===== src/vrtc_pkg.sv =====
// Package for the virtual RTC rate divider: command codes and default constants.
package vrtc_pkg;

	typedef enum logic [2:0] {
		CMD_TICK  = 3'd0,
		CMD_OPEN  = 3'd1,
		CMD_CLOSE = 3'd2,
		CMD_ARM   = 3'd3,
		CMD_WRITE = 3'd4
	} cmd_t;

	localparam int MAX_RATE_DEF = 1024;
	localparam int MIN_RATE_DEF = 2;
	localparam int CHANNELS_DEF = 3;

	localparam int CMD_W      = 3;
	localparam int TERM_W     = 2;
	localparam int RATE_W     = 32;
	localparam int BYTES_W    = 8;
	localparam int MASK_W     = 3;
	localparam int REFRESH_W  = 8;
	localparam int WRITE_SIZE = 4;

endpackage


===== src/virtual_rtc_rate_divider.sv =====
// Virtual RTC rate divider: per-channel periodic counters, refresh and alarm pulses.
// Input register, then result register; the channel counters update in a single pass.
// Throughput: one item per cycle unless a result is held under out_stall.
// in_stall rises only while a result is held under out_stall.
// Reset (arst_n low, asynchronous): channels closed, wait flags set,
// counters, reloads, refresh and alarm tick counts cleared, no item in flight.
module virtual_rtc_rate_divider #(
	parameter int MAX_RATE = vrtc_pkg::MAX_RATE_DEF,
	parameter int MIN_RATE = vrtc_pkg::MIN_RATE_DEF,
	parameter int CHANNELS = vrtc_pkg::CHANNELS_DEF
) (
	input  logic                             clk,
	input  logic                             arst_n,
	input  logic                             in_valid,
	output logic                             in_stall,
	input  logic [vrtc_pkg::CMD_W-1:0]       command,
	input  logic [vrtc_pkg::TERM_W-1:0]      terminal,
	input  logic signed [vrtc_pkg::RATE_W-1:0] rate_value,
	input  logic [vrtc_pkg::BYTES_W-1:0]     byte_count,
	input  logic                             buffer_present,
	output logic                             out_valid,
	input  logic                             out_stall,
	output logic                             status,
	output logic [vrtc_pkg::MASK_W-1:0]      fired_mask,
	output logic [vrtc_pkg::MASK_W-1:0]      pending_flags,
	output logic                             alarm_pulse,
	output logic                             refresh_pulse
);

	localparam int CW = $clog2(MAX_RATE + 1);
	localparam int KW = (CW > 1) ? $clog2(CW) : 1;
	localparam int AW = $clog2(4 * MAX_RATE);
	localparam logic [CW-1:0] OPEN_DIV = CW'(MAX_RATE / 2);
	localparam logic [CW-1:0] MAX_C = CW'(MAX_RATE);
	localparam logic [AW-1:0] ALARM_LAST = AW'(4 * MAX_RATE - 1);
	localparam logic [vrtc_pkg::REFRESH_W-1:0] REFRESH_LAST = '1;

	// input register
	logic                               valid_s1;
	logic [vrtc_pkg::CMD_W-1:0]         command_s1;
	logic [vrtc_pkg::TERM_W-1:0]        terminal_s1;
	logic signed [vrtc_pkg::RATE_W-1:0] rate_value_s1;
	logic [vrtc_pkg::BYTES_W-1:0]       byte_count_s1;
	logic                               buffer_present_s1;

	// channel state
	logic [CHANNELS-1:0] active_q, wait_q;
	logic [CW-1:0]       count_q  [CHANNELS];
	logic [CW-1:0]       reload_q [CHANNELS];
	logic [AW-1:0]       alarm_q;
	logic [vrtc_pkg::REFRESH_W-1:0] refresh_q;

	// result register
	logic                        valid_s2;
	logic                        status_s2;
	logic [vrtc_pkg::MASK_W-1:0] fired_s2, pending_s2;
	logic                        alarm_s2, refresh_s2;

	logic                         adv;
	logic                         go;
	logic [CHANNELS-1:0]          hit;
	logic                         write_ok;
	logic [KW-1:0]                shift_k;
	logic [CW-1:0]                write_div;
	logic [CHANNELS-1:0]          active_d, wait_d, fired_d;
	logic [CW-1:0]                count_d  [CHANNELS];
	logic [CW-1:0]                reload_d [CHANNELS];
	logic [CW-1:0]                dec;
	logic [AW-1:0]                alarm_d;
	logic [vrtc_pkg::REFRESH_W-1:0] refresh_d;
	logic                         status_d, alarm_hit, refresh_hit;
	logic [CHANNELS+vrtc_pkg::MASK_W-1:0] fired_pad, wait_pad;

	assign adv      = !valid_s2 || !out_stall;
	assign in_stall = !adv;
	assign go       = valid_s1 && adv;

	always_comb begin
		for (int c = 0; c < CHANNELS; c++) begin
			hit[c] = ({1'b0, terminal_s1} == 3'(c));
		end
	end

	always_comb begin
		write_ok = buffer_present_s1 && (byte_count_s1 == vrtc_pkg::BYTES_W'(vrtc_pkg::WRITE_SIZE))
			&& (rate_value_s1 >= MIN_RATE) && (rate_value_s1 <= MAX_RATE)
			&& ((rate_value_s1 & (rate_value_s1 - 32'sd1)) == 32'sd0);
		shift_k = '0;
		for (int i = 0; i < CW; i++) begin
			if (rate_value_s1[i]) begin
				shift_k = shift_k | KW'(i);
			end
		end
		write_div = MAX_C >> shift_k;
	end

	always_comb begin
		active_d    = active_q;
		wait_d      = wait_q;
		fired_d     = '0;
		count_d     = count_q;
		reload_d    = reload_q;
		alarm_d     = alarm_q;
		refresh_d   = refresh_q;
		status_d    = 1'b0;
		alarm_hit   = 1'b0;
		refresh_hit = 1'b0;
		dec         = '0;
		case (command_s1)
			vrtc_pkg::CMD_TICK: begin
				for (int c = 0; c < CHANNELS; c++) begin
					if (count_q[c] != '0) begin
						dec = count_q[c] - CW'(1);
						if (dec == '0) begin
							wait_d[c]  = 1'b0;
							count_d[c] = reload_q[c];
							fired_d[c] = 1'b1;
						end else begin
							count_d[c] = dec;
						end
					end
				end
				refresh_hit = (refresh_q == REFRESH_LAST);
				refresh_d   = refresh_q + vrtc_pkg::REFRESH_W'(1);
				if (alarm_q >= ALARM_LAST) begin
					alarm_hit = 1'b1;
					alarm_d   = '0;
				end else begin
					alarm_d = alarm_q + AW'(1);
				end
			end
			vrtc_pkg::CMD_OPEN: begin
				for (int c = 0; c < CHANNELS; c++) begin
					if (hit[c]) begin
						active_d[c] = 1'b1;
						count_d[c]  = OPEN_DIV;
						reload_d[c] = OPEN_DIV;
					end
				end
			end
			vrtc_pkg::CMD_CLOSE: begin
				for (int c = 0; c < CHANNELS; c++) begin
					if (hit[c]) begin
						active_d[c] = 1'b0;
					end
				end
			end
			vrtc_pkg::CMD_ARM: begin
				for (int c = 0; c < CHANNELS; c++) begin
					if (hit[c] && active_q[c]) begin
						wait_d[c] = 1'b1;
					end
				end
			end
			vrtc_pkg::CMD_WRITE: begin
				status_d = !((|hit) && write_ok);
				for (int c = 0; c < CHANNELS; c++) begin
					if (hit[c] && write_ok) begin
						count_d[c]  = write_div;
						reload_d[c] = write_div;
					end
				end
			end
			default: begin
			end
		endcase
	end

	assign fired_pad = {{vrtc_pkg::MASK_W{1'b0}}, fired_d};
	assign wait_pad  = {{vrtc_pkg::MASK_W{1'b0}}, wait_d};

	always_ff @(posedge clk or negedge arst_n) begin
		if (!arst_n) begin
			valid_s1 <= 1'b0;
		end else if (adv) begin
			valid_s1 <= in_valid;
		end
	end

	always_ff @(posedge clk) begin
		if (adv && in_valid) begin
			command_s1        <= command;
			terminal_s1       <= terminal;
			rate_value_s1     <= rate_value;
			byte_count_s1     <= byte_count;
			buffer_present_s1 <= buffer_present;
		end
	end

	always_ff @(posedge clk or negedge arst_n) begin
		if (!arst_n) begin
			active_q  <= '0;
			wait_q    <= '1;
			alarm_q   <= '0;
			refresh_q <= '0;
			for (int c = 0; c < CHANNELS; c++) begin
				count_q[c]  <= '0;
				reload_q[c] <= '0;
			end
		end else if (go) begin
			active_q  <= active_d;
			wait_q    <= wait_d;
			alarm_q   <= alarm_d;
			refresh_q <= refresh_d;
			count_q   <= count_d;
			reload_q  <= reload_d;
		end
	end

	always_ff @(posedge clk or negedge arst_n) begin
		if (!arst_n) begin
			valid_s2 <= 1'b0;
		end else if (adv) begin
			valid_s2 <= valid_s1;
		end
	end

	always_ff @(posedge clk) begin
		if (go) begin
			status_s2  <= status_d;
			fired_s2   <= fired_pad[vrtc_pkg::MASK_W-1:0];
			pending_s2 <= wait_pad[vrtc_pkg::MASK_W-1:0];
			alarm_s2   <= alarm_hit;
			refresh_s2 <= refresh_hit;
		end
	end

	assign out_valid     = valid_s2;
	assign status        = status_s2;
	assign fired_mask    = fired_s2;
	assign pending_flags = pending_s2;
	assign alarm_pulse   = alarm_s2;
	assign refresh_pulse = refresh_s2;

	// an expiring channel always reports its wait flag cleared
	a_fired_clears_wait: assert property (@(posedge clk) disable iff (!arst_n)
		valid_s2 |-> ((fired_s2 & pending_s2) == '0))
		else $error("fired channel still pending");

	// a rejected write produces no tick side effects
	a_reject_quiet: assert property (@(posedge clk) disable iff (!arst_n)
		(valid_s2 && status_s2) |-> (fired_s2 == '0 && !alarm_s2 && !refresh_s2))
		else $error("rejected write shows tick output");

	// refresh pulse leaves the refresh counter at zero
	a_refresh_wrap: assert property (@(posedge clk) disable iff (!arst_n)
		(valid_s2 && refresh_s2 && $past(go)) |-> (refresh_q == '0))
		else $error("refresh counter not wrapped");

	// alarm counter stays within its period
	a_alarm_range: assert property (@(posedge clk) disable iff (!arst_n)
		alarm_q <= ALARM_LAST)
		else $error("alarm counter out of range");

endmodule


===== config.mk =====
export PLATFORM = sky130hd
export DESIGN_NAME = virtual_rtc_rate_divider
export DESIGN_NICKNAME = d
export VERILOG_FILES = /design/src/vrtc_pkg.sv /design/src/virtual_rtc_rate_divider.sv
export SDC_FILE = /design/constraint.sdc
export NUM_CORES = 1
export LEC_CHECK = 0
export BUFFER_PORTS_ARGS = -buffer_cell sky130_fd_sc_hd__buf_2
export CORE_MARGIN = 1
export CORE_UTILIZATION = 45
export CTS_CLUSTER_SIZE = 8
export DETAILED_ROUTE_END_ITERATION = 7
export GPL_TIMING_DRIVEN = 0
export PLACE_DENSITY_LB_ADDON = 0.3
export REMOVE_ABC_BUFFERS = 1
export SLEW_MARGIN = 20
export SYNTH_ARGS = -nofsm -noshare
export SYNTH_HDL_FRONTEND = slang
export SYNTH_SLANG_ARGS = --single-unit
export TNS_END_PERCENT = 10

===== constraint.sdc =====
create_clock -name clk -period 3.51 [get_ports clk]
set_input_delay 0.1755 -clock clk [delete_from_list [all_inputs] [get_ports clk]]
set_output_delay 0.1755 -clock clk [all_outputs]
set_load 0.02 [all_outputs]

==> results of run 1 <==
[metal layers]
metal  wire length, µm  share of wire  vias up
li1                  -              -     2858
met1              7942           0.42     3015
met2              9320           0.49      196
met3              1009          0.053       49
met4               645          0.034        0
met5                 0              0        -
[through the flow]
stage | hold WS, ns | area [µm²] | power [W] | util
2_1_floorplan | -0.1201 | 7601 | 0.003288 | -
3_3_place_gp | 0.3514 | 8177 | 0.003566 | 0.4879
3_5_place_dp | 0.1024 | 8270 | 0.003638 | 0.4935
4_1_cts | 0.01067 | 9414 | 0.005539 | 0.5617
5_1_grt | 0.03959 | 9505 | 0.005840 | 0.5672
6_report | 0.01929 | 9505 | 0.005546 | 0.5672
[report_power, final]
part / switching, W / internal, W / total (W)
clock network: 0.000741 / 0.00107 / 0.00181
registers: 0.000300 / 0.00208 / 0.00238
logic: 0.000722 / 0.000637 / 0.00136
[logic make-up (layout without fill, tap and decap cells)]
| kind of cell | Yosys count | after routing | share of synthesized area |
|---|---|---|---|
| compound gates | 144 | 144 | 0.1401 |
| xor+xnor | 33 | 33 | 0.03714 |
| fa+ha+maj | 13 | 13 | 0.02026 |
| buf+inv | 58 | 169 | 0.03473 |
| flops | 149 | 149 | 0.5150 |
| mux | 54 | 54 | 0.07670 |
| simple gates | 250 | 250 | 0.1761 |
[sequential cells by signal, indices dropped and copies added, names as in the netlist]
register and flops:
terminal_s1 2, pending_flags 3, byte_count_s1 8, active_q 3, alarm_q 12, status 1, buffer_present_s1 1, command_s1 3
refresh_pulse 1, out_valid 1, valid_s1 1, alarm_pulse 1, fired_mask 3, rate_value_s1 32, refresh_q 8, count_q 33
reload_q 33, wait_q 3
[final cells by class]
type                       count  area [µm²]  area share
sequential                   149        4008      0.4216
multi-input combinational    494        3669      0.3859
timing repair buffer         113       874.6     0.09201
clock buffer                  18       439.2     0.04620
tap                          220       275.3     0.02896
clock inverter                14       150.1     0.01580
inverter                      24       90.09    0.009477
[how the worst max path moves through the flow]
stage | slack, ns | cells past startpoint | to | from
after floorplan | 0.32 | 7 | count_q[10] | rate_value_s1[5]
after global placement | -0.61 | 7 | count_q[21] | command_s1[2]
after detailed placement | -0.56 | 7 | count_q[3] | rate_value_s1[10]
after CTS | -0.05 | 8 | pending_flags[0] | count_q[22]
after global routing | -0.06 | 8 | pending_flags[0] | count_q[22]
final | 0.15 | 7 | count_q[13] | rate_value_s1[5]
[cells in the mapped netlist (8+ instances only)]
master,number,share of area
mux2i_1,9,0.012
a21oi_1,25,0.016
o21ai_0,16,0.010
dfrtp_1,91,0.29
inv_1,23,0.011
nand3_1,22,0.014
o31ai_1,9,0.0087
clkbuf_1,23,0.011
nor2_1,56,0.027
xor2_1,16,0.018
a221o_1,10,0.013
a211o_1,8,0.0090
nor4_1,20,0.016
nand4_1,11,0.0088
nor3b_1,8,0.0077
nand2b_1,9,0.0072
or4_1,9,0.0087
mux2_2,45,0.065
nor3_1,27,0.017
or3_1,9,0.0072
ha_1,11,0.018
xnor2_1,17,0.019
nand2_1,34,0.016
edfxtp_1,55,0.21
[worst min-delay path, cell delays in order]
cell and delay [ns]:
buf_2 0.09, nand2_1 0.07, nand2b_1 0.07
[cells in the final DEF, fill, tap and decap left out, drive strengths merged, types with 9 or more instances in the layout]
cell type	count
clkbuf	18
or4	11
nand2b	9
nor3	27
inv	26
nand2	34
nor4	21
mux2	45
a21oi	25
edfxtp	55
xnor2	17
or3	10
ha	11
nor2	56
a211o	9
dlygate4sd3	47
nand3	22
o31ai	10
xor2	16
mux2i	9
o21ai	17
nand4	11
buf	66
a221o	11
dfrtp	91
[repair_timing]
item                                    in CTS  in global routing
resized for setup                           14                  8
endpoints found under the setup margin      59                 54
buffers inserted                             0                  2
hold endpoints to repair                    82                  0
hold buffers                                47                  0
pin swaps                                    1                  1
==> reports/summary.txt, run 1 <==
Status: complete, no violations
Met3 Usage GRT: 0.05365
Worst endpoint required time: 3.85 ns
Max Fclk: 0.2976 GHz
Worst-case reg-to-reg path depth: 7
Final setup violation count: 0
Final #Nets: 860
Hold Violations, Final: 0
Hold depth: 3
Vias in the first global route: 6,240
Crit path kind: flop to flop
CTS buffer count: 17
Initial DRC count: 574
Top delay family on crit path: simple AND/OR/NAND/NOR gates
Total Routed Length: 18,920 µm
Startpoint Class: flop
Met2 Track Usage GR: 0.3779
Hold Path End: out_valid
Antenna Cells: 0
Antenna Nets Post-Route: 0
RSZ-0062 raised after global routing: true
GR Layer Usage met1: 0.2807
Yosys warns: 0
Cell count after synthesis: 701
DP Worst Slack: -0.5582 ns
Post-Synthesis Cell Area: 7781 µm²
CP peak stage delay: 0.68 ns
CP arrival: 3.70 ns
Io pins: 61
Slew Limit Fails: 0
Remaining DRCs: 0
CTS Root Cell: clkbuf_16
CTS clock-pin slew for the worst setup and hold paths: 0.06 ns
Final setup TNS: 0 ns
Final worst-path cycle share: 0.9573
#FFs+latches synth: 149
Clock sink count: 149
Initial Util: 0.4643
All-layer global routing usage: 0.2267
Largest net degree at the start of global routing: 59
Sequential fraction of the synthesis area: 0.5150
First-pass GRT wire length: 31,560 µm
Area Overhead vs Synth: 22.16%
Post-synth EDFFs: 55
Initial antenna violation count: 0
Cell variety after synth: 84
Post-Layout Cell Count: 1,032
Main synth FF type: dfrtp_1
Worst-path cell chain: or4_4 > or4_4 > o21ai_2 > nand2_1 > or4_1 > or4b_1 > a32oi_1
Share of cells above drive strength 1: 0.2340
Worst setup margin: 0.1500 ns
Measured slew at the worst slew-check pin: 1.195 ns
Worst min path class: primary input to flop
Vias: 6,118
MaxCap Viol Count: 0
Worst skew pair latency: 0.43 ns
Syn_area_per_cell: 11.10 µm²
DP Wirelength: 12,710 µm
Post-route minimum period: 3.360 ns
# H-tree levels: 4
Crit Reg-Reg Endpoint: count_q[13]
Die area: 17,820 µm²
Crit-path slowest cell: or4_1
Most Frequent Cell on Critical Path: or4_4
Flop-to-flop setup slack: 0.15 ns
Core ar.: 16,760 µm²
Clk buf depth: 2
Port buffer count: 60
Die H: 133.5 µm
Top fanout value on the critical path: 7
Worst path buffer plus inverter count: 0
GR Overflow Total: 0
Slew HR: 0.1975
Worst Min Path Start: out_stall
CTS tree: yes
Vias per inst: 5.928
DIE WIDTH: 133.5 µm
Pre-antenna DRT Iters: 5
# fillers: 1,364
Power Density: 583.5 nW/µm²
Row count: 47
Gr busiest metal: met2
Worst R2R Start: rate_value_s1[5]
Synth async-reset ratio: 0.6309
RD Place Congestion: 0.8664
Maximum vdd ir drop: 489.8 µV
Placed insts: 951
Leakage: 3.896 nW
Routed length per instance: 18.33 µm
Final Skew: 0.01307 ns
Worst Setup End Kind: flop
Note: power is estimated with default switching activity, not from simulation.
==> run 2: changes to the inputs <==
Clock period 3.51 ns to 3.2 ns, I/O delays scaled along.
==> reports/summary.txt, run 2 (synthesis results as in run 1) <==
Maximum vdd ir drop: 548.9 µV (+12%)
Pre-antenna DRT Iters: 5 (unchanged)
RD Place Congestion: 0.8664 (unchanged)
Final Power: 0.006149 W (+11%)
Final worst-path cycle share: 0.9871 (+0.02985)
Die H: 133.5 µm (unchanged)
Io pins: 61 (unchanged)
Post-route minimum period: 3.159 ns (-0.2012 ns)
Total Routed Length: 19,350 µm (+2.3%)
CTS buffer count: 17 (unchanged)
Comb pwr share: 0.252 (+0.007)
First-pass GRT wire length: 31,840 µm (+0.87%)
Clock sink count: 149 (unchanged)
Measured slew at the worst slew-check pin: 1.178 ns (-0.01625 ns)
Final #Nets: 880 (+2.3%)
Antenna Nets Post-Route: 0 (unchanged)
Vias per inst: 5.951 (+0.38%)
DIE WIDTH: 133.5 µm (unchanged)
Most common cell after layout, fill and taps aside: dfrtp_1
Vias in the first global route: 6,285 (+0.72%)
Net Sw Frac: 0.3194 (+0.001427)
Crit path kind: flop to flop
# fillers: 1,335 (-2.1%)
DP Area: 8270 µm² (unchanged)
Hold Violations, Final: 0 (unchanged)
Power Density: 628.0 nW/µm² (+7.6%)
Design area: 9792 µm² (+3.0%)
Final setup violation count: 0 (unchanged)
All-layer global routing usage: 0.2285 (+0.001827)
Leakage: 4.015 nW (+3.1%)
Vias: 6,260 (+2.3%)
Initial antenna violation count: 0 (unchanged)
Top fanout value on the critical path: 6 (-1)
Psw: 0.001964 W (+11%)
Slew HR: 0.2084 (+0.01092)
CTS tree: yes
Worst-case reg-to-reg path depth: 7 (unchanged)
Largest net degree at the start of global routing: 59 (unchanged)
DP Wirelength: 12,710 µm (unchanged)
Worst endpoint required time: 3.54 ns (-0.31 ns)
Worst Setup End Kind: flop
Share of cells above drive strength 1: 0.2644 (+0.03043)
Post-Layout Cell Count: 1,052 (+1.9%)
Internal power: 0.004185 W (+11%)
Most frequent cells in the layout: dfrtp_1, buf_2, nor2_1, edfxtp_1, dlygate4sd3_1
RSZ-0062 raised after global routing: true
Clock share of power: 0.323 (-0.003)
Final Skew: 0.01291 ns (-0.0001641 ns)
Status: complete, no violations
Remaining DRCs: 0 (unchanged)
Top Registers: count_q: 33 flops, reload_q: 33 flops, rate_value_s1: 32 flops
Worst min path class: primary input to asynchronous set/reset pin
Port buffer count: 60 (unchanged)
Crit Reg-Reg Endpoint: count_q[13]
Row count: 47 (unchanged)
Seq pwr share: 0.425 (-0.003)
Hold_ws: 0.2077 ns (+0.1884 ns)
MaxCap Viol Count: 0 (unchanged)
Initial DRC count: 573 (-0.17%)
Placed insts: 951 (unchanged)
CTS clock-pin slew for the worst setup and hold paths: 0.06 ns (about the same)
Routed length per instance: 18.39 µm (+0.33%)
Antenna Cells: 0 (unchanged)
Startpoint Class: flop
Area Overhead vs Synth: 25.84%
CP arrival: 3.50 ns (-0.20 ns)
Worst R2R Start: rate_value_s1[5]
Flop-to-flop setup slack: 0.04 ns (-0.11 ns)
Core ar.: 16,760 µm² (unchanged)
CTS Root Cell: clkbuf_16
Initial Util: 0.4643 (unchanged)
# H-tree levels: 4 (unchanged)
Clk buf depth: 2 (unchanged)
GR Overflow Total: 0 (unchanged)
Max Fclk: 0.3166 GHz (+6.4%)
Die area: 17,820 µm² (unchanged)
Final setup TNS: 0 ns (unchanged)
Worst skew pair latency: 0.43 ns (about the same)
Slew Limit Fails: 0 (unchanged)
[run 2: per-layer routing]
layer / GRT usage / part of all wire
met4: 0.1029 / 0.037
met2: 0.3802 / 0.49
met1: 0.2836 / 0.42
met3: 0.05175 / 0.050
met5: 0 / 0
[run 2: cell type report]
class	count	area, µm²	area share
flip-flops and latches	149	4008	0.4093
multi-input cells	494	3809	0.3890
repair buffers	133	1018	0.1040
clock buffers	18	439.2	0.04485
well taps	220	275.3	0.02811
clock inverters	14	150.1	0.01533
inverters	24	92.59	0.009456
[run 2: power groups by stage]
stage          Sequential (W)  Combinational, W  Clock, W
3_3_place_gp          0.00261           0.00130         0
2_1_floorplan         0.00257           0.00104         0
5_1_grt               0.00266           0.00172   0.00210
3_5_place_dp          0.00263           0.00136         0
4_1_cts               0.00260           0.00149   0.00201
6_report              0.00261           0.00155   0.00199
[run 2: worst max-delay path by stage]
stage	from	endpoint	slack, ns
floorplan	rate_value_s1[5]	count_q[10]	0.01
global placement	command_s1[2]	count_q[21]	-0.92
detailed placement	rate_value_s1[10]	count_q[3]	-0.87
CTS	count_q[11]	count_q[13]	-0.11
global route	rate_value_s1[3]	count_q[19]	-0.06
finish	rate_value_s1[5]	count_q[13]	0.04
[run 2: repair_timing]
item,in CTS,in global routing
resized for setup,34,18
endpoints found under the hold margin,83,0
cloned,0,0
pin swaps,5,4
endpoints found under the setup margin,74,68
setup buffers,8,13
hold buffers,48,0
[run 2: metrics by stage]
stage / setup slack, ns / util
6_report: 0.04119 / 0.5842
3_5_place_dp: -0.8682 / 0.4935
4_1_cts: -0.1076 / 0.5728
5_1_grt: -0.05950 / 0.5842
3_3_place_gp: -0.9219 / 0.4879
2_1_floorplan: 0.01173 / -
[run 2: critical path, cell delays in order, from the launching register on]
cell      delay [ns]
edfxtp_1        0.51
or4_4           0.61
or4_4           0.51
o21ai_4         0.18
nand2_1         0.07
or4_4           0.48
or4b_1          0.55
a32oi_1         0.16
